### src/rotated_quad_corner_generator_top_defines.svh
// Assertion macros for the quad corner generator RTL, included by rqcg_rotate.
`ifndef ROTATED_QUAD_CORNER_GENERATOR_TOP_DEFINES_SVH
`define ROTATED_QUAD_CORNER_GENERATOR_TOP_DEFINES_SVH

// Check a property on every rising edge of clk_i outside reset.
`define RQCG_ASSERT(label, prop, msg) \
  label: assert property (@(posedge clk_i) disable iff (!rst_ni) (prop)) else $error(msg);

// Check that the consequent holds in the cycle after the antecedent.
`define RQCG_ASSERT_NEXT(label, ante, cons, msg) \
  `RQCG_ASSERT(label, (ante) |=> (cons), msg)

`endif

### src/rqcg_pkg.sv
`default_nettype none

package rqcg_pkg;

  localparam int COORD_W    = 24;
  localparam int ANGLE_W    = 16;
  localparam int TURN_W     = 32;
  localparam int TRIG_W     = 32;
  localparam int TRIG_FRAC  = 28;
  localparam int ATAN_N     = 24;
  localparam int DELTA_W    = COORD_W + 1;
  localparam int PROD_W     = DELTA_W + TRIG_W;
  localparam int ROT_W      = PROD_W - TRIG_FRAC;

  // CORDIC gain 0.6072529 in Q4.28 (32-bit signed, 28 fraction bits)
  localparam logic signed [TRIG_W-1:0] CORDIC_GAIN = 32'sd163008219;

  // Quadrant codes from the top two bits of the turn
  localparam logic [1:0] QUAD_0 = 2'd0;
  localparam logic [1:0] QUAD_1 = 2'd1;
  localparam logic [1:0] QUAD_2 = 2'd2;
  localparam logic [1:0] QUAD_3 = 2'd3;

  // atan(2^-i) as a fraction of a 32-bit turn
  localparam logic [TURN_W-1:0] ATAN_TURN [ATAN_N] = '{
    32'h20000000, 32'h12E4051E, 32'h09FB385B, 32'h051111D4,
    32'h028B0D43, 32'h0145D7E1, 32'h00A2F61E, 32'h00517C55,
    32'h0028BE53, 32'h00145F2F, 32'h000A2F98, 32'h000517CC,
    32'h00028BE6, 32'h000145F3, 32'h0000A2FA, 32'h0000517D,
    32'h000028BE, 32'h0000145F, 32'h00000A30, 32'h00000518,
    32'h0000028C, 32'h00000146, 32'h000000A3, 32'h00000051
  };

  typedef struct packed {
    logic signed [COORD_W-1:0] min_x;
    logic signed [COORD_W-1:0] min_y;
    logic signed [COORD_W-1:0] max_x;
    logic signed [COORD_W-1:0] max_y;
    logic        [ANGLE_W-1:0] angle;
  } rqcg_in_t;

  typedef struct packed {
    logic signed [COORD_W-1:0] bl_x;
    logic signed [COORD_W-1:0] bl_y;
    logic signed [COORD_W-1:0] br_x;
    logic signed [COORD_W-1:0] br_y;
    logic signed [COORD_W-1:0] tr_x;
    logic signed [COORD_W-1:0] tr_y;
    logic signed [COORD_W-1:0] tl_x;
    logic signed [COORD_W-1:0] tl_y;
  } rqcg_out_t;

  typedef struct packed {
    logic signed [COORD_W-1:0] min_x;
    logic signed [COORD_W-1:0] min_y;
    logic signed [COORD_W-1:0] max_x;
    logic signed [COORD_W-1:0] max_y;
  } rqcg_box_t;

  typedef struct packed {
    rqcg_box_t                 box;
    logic signed [COORD_W-1:0] cx;
    logic signed [COORD_W-1:0] cy;
    logic        [1:0]         quad;
    logic                      bypass;
  } rqcg_side_t;

  typedef struct packed {
    logic signed [TRIG_W-1:0] x;
    logic signed [TRIG_W-1:0] y;
    logic signed [TRIG_W-1:0] z;
  } rqcg_vec_t;

  typedef struct packed {
    rqcg_vec_t  vec;
    rqcg_side_t side;
  } rqcg_stage_t;

endpackage

`default_nettype wire

### src/rqcg_cordic_stage.sv
`default_nettype none

module rqcg_cordic_stage #(
  parameter int unsigned IDX = 0
) (
  input  wire logic                 clk_i,
  input  wire logic                 rst_ni,
  input  wire logic                 en_i,
  input  wire logic                 valid_i,
  input  wire rqcg_pkg::rqcg_stage_t data_i,
  output logic                      valid_o,
  output rqcg_pkg::rqcg_stage_t      data_o
);
  import rqcg_pkg::*;

  localparam logic signed [TRIG_W-1:0] STEP_ANGLE = $signed(ATAN_TURN[IDX]);

  logic                     valid_q;
  rqcg_stage_t              data_d, data_q;
  logic signed [TRIG_W-1:0] x_shift, y_shift;

  always_comb begin
    x_shift = $signed(data_i.vec.x) >>> IDX;
    y_shift = $signed(data_i.vec.y) >>> IDX;
    data_d  = data_i;
    // rotate toward zero residual angle
    if (!data_i.vec.z[TRIG_W-1]) begin
      data_d.vec.x = data_i.vec.x - y_shift;
      data_d.vec.y = data_i.vec.y + x_shift;
      data_d.vec.z = data_i.vec.z - STEP_ANGLE;
    end else begin
      data_d.vec.x = data_i.vec.x + y_shift;
      data_d.vec.y = data_i.vec.y - x_shift;
      data_d.vec.z = data_i.vec.z + STEP_ANGLE;
    end
  end

  always_ff @(posedge clk_i or negedge rst_ni) begin
    if (!rst_ni) begin
      valid_q <= 1'b0;
    end else if (en_i) begin
      valid_q <= valid_i;
    end
  end

  always_ff @(posedge clk_i) begin
    if (en_i) begin
      data_q <= data_d;
    end
  end

  assign valid_o = valid_q;
  assign data_o  = data_q;

endmodule

`default_nettype wire

### config.mk
export PLATFORM = sky130hd
export DESIGN_NAME = rqcg_cordic_stage
export DESIGN_NICKNAME = d
export VERILOG_FILES = /design/src/rotated_quad_corner_generator_top_defines.svh /design/src/rqcg_pkg.sv /design/src/rqcg_cordic_stage.sv
export SDC_FILE = /design/constraint.sdc
export NUM_CORES = 1
export LEC_CHECK = 0
export BUFFER_PORTS_ARGS = -buffer_cell sky130_fd_sc_hd__clkbuf_2
export CORE_AREA = 2 2 192 194
export CTS_CLUSTER_SIZE = 14
export DETAILED_ROUTE_END_ITERATION = 10
export DIE_AREA = 0 0 194 196
export HOLD_SLACK_MARGIN = 0.1
export PLACE_DENSITY = 0.6
export RECOVER_POWER = 25
export SYNTH_ARGS = -nofsm -noshare
export SYNTH_HDL_FRONTEND = slang
export SYNTH_SLANG_ARGS = --single-unit
### constraint.sdc
create_clock -name clk_i -period 1.2 [get_ports clk_i]
set_clock_uncertainty 0.1 [all_clocks]
set_input_delay 0 -clock clk_i [delete_from_list [all_inputs] [get_ports clk_i]]
set_output_delay 0 -clock clk_i [all_outputs]
set_load 0.02 [all_outputs]
; ---- Yosys cells after proc, flatten, opt, wreduce, memory -nomap -nowiden
; Cells that the tools add are included.
[word_totals]
elab_cells = 18
output_inout_bits = 244
register_bits = 244
[op_classes]
n_addsub = 5
n_mux = 1
[ops]
columns = cell, n
row1 = 96-bit two-way mux, 1
row2 = 32-bit subtractor, 2
row3 = "32-bit by 31-bit adder with 32-bit output, second input constant", 1
row4 = 32-bit adder, 1
row5 = "32-bit by 31-bit subtractor with 32-bit output, second input constant", 1

; ---- Depth between registers and ports, before layout
; Gate-level depths: netlist of the first run.
[logic_depth]
ltp_word = 2
depth_mapped = 12

; ---- Worst setup path after synthesis of the first run
; No wires, ideal clock.
[synth_path]
path_type = in2reg
startpoint = input data_i[179] (netlist bit)
endpoint = register data_q, in the netlist data_o[209] (data pin)
setup_ps = 265
stages = 11
setup_slack_ps = -1219
n_path_buf = 0
arrival_ps = 2054
path_cell_list = inv_1 ha_1 fa_1 nand2b_1 a21o_1 a2111oi_2 nor2_1 o311a_1 o211ai_1 o211ai_1 xnor2_1
[synth_lines]
columns = item, line
row1 = "start, declared", rqcg_cordic_stage.sv:10  ; input wire rqcg_pkg::rqcg_stage_t data_i,
row2 = "end signal, assigned", rqcg_cordic_stage.sv:48  ; data_q <= data_d;
row3 = "end, declared", rqcg_cordic_stage.sv:19  ; rqcg_stage_t data_d, data_q;

==> summary.md, run 1 <==
| Metric | Value |
|---|---|
| Via count | `14,841` |
| CP required | `~1400 ps` |
| Die Width | `approximately 190 um` |
| Syn Inst Count | `between 1,000 and 1,500` |
| Vias per cell | `approximately 5.2` |
| Peak VDD IR | `~0.0016 V` |
| Area Growth Syn to Fin | `108%` |
| Vias in the first global route | `15,134` |
| Core area | `0.0361 sq mm` |
| First-pass GRT wire length | `a little under 100,000 um` |
| Top cells by area, synth | `edfxtp_1, ha_1, a21oi_1, xnor2_1, inv_1` |
| Status | `finished, violations left` |
| Final instance area | `0.0270 sq mm` |
| Count leader, synth | `edfxtp_1` |
| Count of final max-slew check failures | `0` |
| Setup TNS | `-47,080 ps` |
| Die Area | `0.0380 sq mm` |
| Seq cells post-synth | `between 200 and 250` |
| Post-Syn Area per Cell | `11.7 sq um` |
| Largest family of logic cells by synthesized area | `compound AO/OA/AOI/OAI gates` |
| Top post-synthesis cells by count | `edfxtp_1, a21oi_1, inv_1` |
| Worst Path Arrival | `2230 ps` |
| Initial antenna violation count | `6` |
| DP Area | `approximately 0.020 sq mm` |
| Slew @ Worst Pin | `around 470 ps` |
| Worst slew margin | `approximately 68%` |
| Rows | `70` |
| Post-synth EDFFs | `~240` |
| Crit Path Class | `in2reg` |
| Max Freq | `~0.5 GHz` |
| DRT antenna net count | `0` |
| CTS hold repair buffers | `341` |
| I/O Pins | `a little under 500` |
| Initial DRC Count | `approximately 1,200` |
| Mux cell area share after synthesis | `0.550%` |
| Die Height | `196 um` |
| Grt total ovfl | `0` |
| Worst R2R Start | `valid_o` |
| Clock H-tree levels | `1` |
| Worst setup SP type | `input pin` |
| CTS tree | `yes` |
| Largest area contributor in the netlist | `edfxtp_1` |
| Fill count | `between 2,000 and 2,500` |
| DRC Markers | `0` |
| Min Clock Period, post-route | `between 2000 and 2500 ps` |
| Final setup vio count | `between 300 and 400` |
| DR WL/cell | `between 20 and 25 um` |
| Synth warn | `0` |
| Clock sinks | `243` |
| Clock Tree Buf Depth | `3` |
| Worst slack, placed | `-1500 ps` |
| Synth Cell Area | `0.0130 sq mm` |
| Cell variety after synth | `71` |
| GPL Wtd Cong | `between 0.9 and 1` |
| Setup crit end kind | `register` |
| Clock Latency Late Sink | `570 ps` |
| Pin count of the biggest net entering global routing | `63` |
| Tot Pwr | `about 31 mW` |
| Critical Path Source | `data_i[180]` |
| RSZ-0062 raised after global routing | `yes` |
| Post-synthesis adder-cell area fraction | `9.69%` |
| Final worst slack | `-824 ps` |
| Max-Cap Viols | `0` |
| Hold_sp | `data_i[212]` |
| CP max FO | `3` |
| Post-Syn Nets | `between 1,000 and 1,500` |
| Final-stage net count | `approximately 2,700` |
| Post-synth top area share | `a little under three fifths` |
| Register area share after synthesis | `56.2%` |
| Failing checks | `negative hold slack, negative setup slack` |
| Worst hold margin | `-52.1 ps` |
| Async SR Flop Fraction | `less than 1%` |
| Power per standard cell area | `around 1200 mW/mm^2` |
| Clock Pin Slew Worst Setup and Hold Paths | `60 ps` |
| XOR/XNOR share of the synthesized area | `under 10%` |
| Reg2Reg Setup Slack | `roughly 50 ps` |
| Initial Utilization | `between 30% and 40%` |
| CTS Buf Count | `28` |
| Drt total wl | `between 70,000 and 80,000 um` |
| Port Buffers | `490` |
| All-Layer GR Usage | `33.7%` |
| Worst Hold Class | `in2reg` |
| Router iterations before antenna repair | `5` |
| Most used DFF post-synth | `edfxtp_1` |
| Leakage | `roughly 12 nW` |
| Layout cells sized above 1 | `50.1%` |
| Compound-gate portion of the synthesized area | `approximately 16%` |
| CTS root buffer | `clkbuf_16` |
| Period Utilization, post-route | `169%` |
| Final Hold Violating Endpoints | `2` |
| Fin util | `roughly three quarters` |
| Post-Synth Simple-Gate Area | `a little under 9%` |
| DP Wirelength | `about 47,000 um` |
-- metal layers --
layer  global-route usage, %  vias up  share of wire [%]
met1                    43.4     7148                 39
met3                    5.43      227                7.4
li1                        -     6580                  -
met2                    55.0      886                 47
met4                    17.8        0                6.8
met5                       0        -                  0
-- worst max-delay path, cell delays in order --
cell and delay, ps:
buf_8 80, clkinvlp_4 110, ha_4 290, buf_6 100
nor2b_4 40, o21ai_4 180, a21oi_2 90, buf_4 150
o211ai_4 280, buf_6 160, a21oi_4 90, buf_4 160
nor3b_4 230, o21ai_2 110, xnor2_2 160
-- sequential cells by signal (all words and copies together), names as in the netlist --
name / count
data_o: 242
valid_o: 1
-- cells by family (layout without fill, tap and decap cells) --
family	count (synthesis)	count (layout)
adder cells (fa/ha/maj)	98	98
AO/OA/AOI/OAI	331	331
flip-flops	243	243
AND/OR/NAND/NOR	228	228
multiplexers	7	7
buffers and inverters	145	1400
other	0	6
XOR/XNOR	59	59
-- timing repair --
item / 4_1_cts / 5_1_grt
setup buffers: 21 / 30
pin swaps: 98 / 75
resized for setup: 335 / 553
hold endpoints to repair: 446 / 6
setup endpoints to repair: 244 / 295
-- final timing paths --
| kind | cells past startpoint | end |
|---|---|---|
| min | 3 | data_o[180] |
| max reg2reg | 3 | valid_o |
| min in group asynchronous | 3 | valid_o |
| max | 15 | data_o[202] |
| max in group asynchronous | 3 | valid_o |
| min reg2reg | 3 | valid_o |
-- through the flow --
stage	std cells	hold slack [ps]
global route	2838	-51.2
floorplan	1111	-396
global placement	2398	-324
CTS	2809	-49.5
finish	2840	-52.1
detailed placement	2398	-323
-- report_power, final --
| part | switching, mW | internal (mW) | leakage (nW) |
|---|---|---|---|
| Sequential | 0.577 | 10.4 | 2.38 |
| Combinational | 5.53 | 5.64 | 8.90 |
| Clock | 3.99 | 5.08 | 0.456 |
| Total | 10.1 | 21.2 | 11.7 |
-- area by class of cell --
cell class / instances / area, sq um / share of cell area (%)
flip-flops and latches: 243 / 7290 / 27.0
multi-input cells: 723 / 6610 / 24.5
diodes: 6 / 15.0 / 0.0557
inverters: 100 / 449 / 1.67
repair buffers: 1248 / 11100 / 41.1
well taps: 468 / 586 / 2.17
clock inverters: 15 / 150 / 0.557
clock buffers: 37 / 786 / 2.91
-- cell usage in the layout (no fill, tap or decap), drive strengths merged, types with 10 or more instances in the layout --
cell         count
inv            100
dlygate4sd3    341
nand4           20
nand2           38
o21ai           73
nor2            80
ha              94
clkinv          11
clkbuf         342
o21bai          14
edfxtp         242
a21o            22
a211oi          13
xnor2           54
nand2b          10
o31ai           11
o211ai          19
nor4            12
nor3            15
a21oi          113
buf            602
nor2b           15
Note: power is estimated with default switching activity, not from simulation.
==> inputs of run 2 (changes only) <==
--- a/config.mk
+++ b/config.mk
@@ -7,4 +7,6 @@
 export LEC_CHECK = 0
+export ABC_CLOCK_PERIOD_IN_PS = 1200
 export BUFFER_PORTS_ARGS = -buffer_cell sky130_fd_sc_hd__clkbuf_2
 export CORE_AREA = 2 2 192 194
+export CTS_CLUSTER_DIAMETER = 80
 export CTS_CLUSTER_SIZE = 14
==> constraint.sdc (replaced) <==
create_clock -name clk_i -period 1.2 [get_ports clk_i]
set_clock_uncertainty 0.1 [all_clocks]
set_input_delay 0.24 -clock clk_i [delete_from_list [all_inputs] [get_ports clk_i]]
set_output_delay 0.24 -clock clk_i [all_outputs]
set_load 0.02 [all_outputs]
==> run 2 against run 1 <==
Against the previous run: the run ends with negative setup slack left; first-iteration DRC count shrank 11%; worst hold slack gained 210 ps; sequential power is essentially flat; largest power group is now registers.
==> summary.md, run 2 (synthesis results as in run 1) <==
| Metric | Value |
|---|---|
| Initial Utilization | `a little over a third` |
| Worst r2r dst | `valid_o` |
| Commonest non-fill, non-tap cell in the layout | `buf_4` |
| Final Hold Violating Endpoints | `0` |
| Worst Hold Class | `in2reg` |
| DR WL/cell | `~24 um` |
| DP Area | `between 0.015 and 0.02 sq mm` |
| I/O Pins | `491` |
| Tot Pwr | `between 20 and 30 mW` |
| DP Wirelength | `~47,000 um` |
| Max-Cap Viols | `0` |
| Hold_sp | `data_i[210]` |
| Pin count of the biggest net entering global routing | `between 60 and 70` |
| Status | `finished, violations left` |
| Period Utilization, post-route | `187%` |
| Rows | `70` |
| Worst setup SP type | `input pin` |
| Leakage | `11.1 nW` |
| CTS Buf Count | `24` |
| RSZ-0062 raised after global routing | `yes` |
| Final instance area | `~0.025 sq mm` |
| R2R depth | `1` |
| Max Freq | `about 0.45 GHz` |
| Vias in the first global route | `13,916` |
| Fin util | `between 70% and 80%` |
| Count of final max-slew check failures | `0` |
| Hold depth | `4` |
| Final setup vio count | `304` |
| Clock Latency Late Sink | `around 560 ps` |
| Via count | `around 14,000` |
| All-Layer GR Usage | `~31%` |
| CP max FO | `3` |
| Min Clock Period, post-route | `around 2200 ps` |
| Worst hold margin | `157 ps` |
| Port Buffers | `490` |
| CTS tree | `yes` |
| Crit Path Class | `in2reg` |
| Reg2Reg Setup Slack | `around 310 ps` |
| Max reg flops | `242` |
| Drt total wl | `between 60,000 and 70,000 um` |
| Power per standard cell area | `1150 mW/mm^2` |
| DRT antenna net count | `0` |
| Failing checks | `negative setup slack` |
| Hold Crit Endpoint | `data_o[242]` |
| CTS root buffer | `clkbuf_16` |
| Initial DRC Count | `roughly 1,100` |
| Core area | `0.0361 sq mm` |
| Worst slew margin | `between 60% and 70%` |
| Setup crit end kind | `register` |
| GPL Wtd Cong | `just under 1` |
| Area Growth Syn to Fin | `95.5%` |
| Grt total ovfl | `0` |
| Clock Tree Buf Depth | `3` |
| Router iterations before antenna repair | `6` |
| Fill count | `~2,600` |
| Initial antenna violation count | `3` |
| Peak VDD IR | `0.00148 V` |
| Final worst slack | `-1040 ps` |
| Final-stage net count | `approximately 2,500` |
| Slew @ Worst Pin | `between 500 and 600 ps` |
| CP required | `~1400 ps` |
| Worst R2R Start | `valid_o` |
| Clock Pin Slew Worst Setup and Hold Paths | `70 ps` |
| Die Height | `approximately 200 um` |
| Clock H-tree levels | `1` |
| Die Area | `0.0380 sq mm` |
| Layout cells sized above 1 | `about 55%` |
| Die Width | `194 um` |
| Vias per cell | `~5.2` |
| Clock sinks | `approximately 240` |
| Most frequent cells in the layout | `buf_4, edfxtp_1, clkbuf_2, dlygate4sd3_1, buf_6` |
| Worst Path Arrival | `roughly 2500 ps` |
| First-pass GRT wire length | `~90,000 um` |
| DRC Markers | `0` |
[run 2: changes by cell type in the layout (fill, tap and decap cells not counted), moves of 4 or more]
cell and change:
dlygate4sd3_1 -159, buf_2 +14, clkbuf_8 -11, buf_6 +9, nor2_1 -7, a21oi_1 -5, clkbuf_16 -5, nor2_4 +5
a21oi_2 +4, clkinv_4 -4, diode_2 -4, ha_2 -4
[run 2: where the power goes]
part	internal, mW	leakage [nW]	switching, mW	total (mW)
Clock	3.87	0.354	3.56	7.43
Combinational	5.37	8.33	5.41	10.8
Sequential	10.4	2.38	0.553	11.0
Total	19.7	11.1	9.53	29.2
[run 2: cell type report]
cell class | count | area [sq um] | share of cell area [%]
repair buffers | 1103 | 9580 | 37.8
diodes | 2 | 5.00 | 0.0197
flip-flops and latches | 243 | 7290 | 28.8
clock buffers | 32 | 651 | 2.57
well taps | 468 | 586 | 2.31
inverters | 100 | 470 | 1.86
clock inverters | 6 | 75.1 | 0.296
multi-input cells | 723 | 6690 | 26.4
[run 2: worst max-delay path by stage]
stage	from	endpoint	slack, ps	cells past startpoint
after global routing	data_i[179]	data_o[209]	-1130	12
after detailed placement	data_i[211]	data_o[241]	-1740	13
after CTS	data_i[180]	data_o[210]	-1020	11
final	data_i[179]	data_o[209]	-1040	12
after floorplan	data_i[225]	data_o[241]	-1370	9
after global placement	data_i[179]	data_o[209]	-1730	12
[run 2: metal layers]
metal | routed length (um) | GRT usage (%) | vias up
met5 | 17 | 0 | -
met4 | 3130 | 12.3 | 2
met2 | 31800 | 52.8 | 699
met3 | 4450 | 4.09 | 141
li1 | - | - | 6251
met1 | 25400 | 40.2 | 6866
[run 2: timing repair]
action / 4_1_cts / 5_1_grt
hold buffers: 183 / 0
cloned: 0 / 1
setup endpoints to repair: 304 / 432
setup buffers: 39 / 36
gates resized for setup: 318 / 585
endpoints found under the hold margin: 211 / 0
pin swaps: 96 / 98
[run 2: critical path, cell delays in order]
cell       delay [ps]
clkbuf_16         130
inv_12             30
ha_4              150
fa_2              350
nand2b_4          150
a21o_1            190
a2111oi_4         350
nor2_2            110
o311a_1           330
o211ai_1          170
o211ai_1          130
xnor2_1           140
[run 2: metrics by stage]
stage,setup slack (ps),cells,setup TNS (ps)
6_report,-1040,2677,-108850
4_1_cts,-1020,2642,-107900
3_5_place_dp,-1740,2388,-87670
5_1_grt,-1130,2677,-118280
2_1_floorplan,-1370,1111,-52450
3_3_place_gp,-1730,2388,-85940
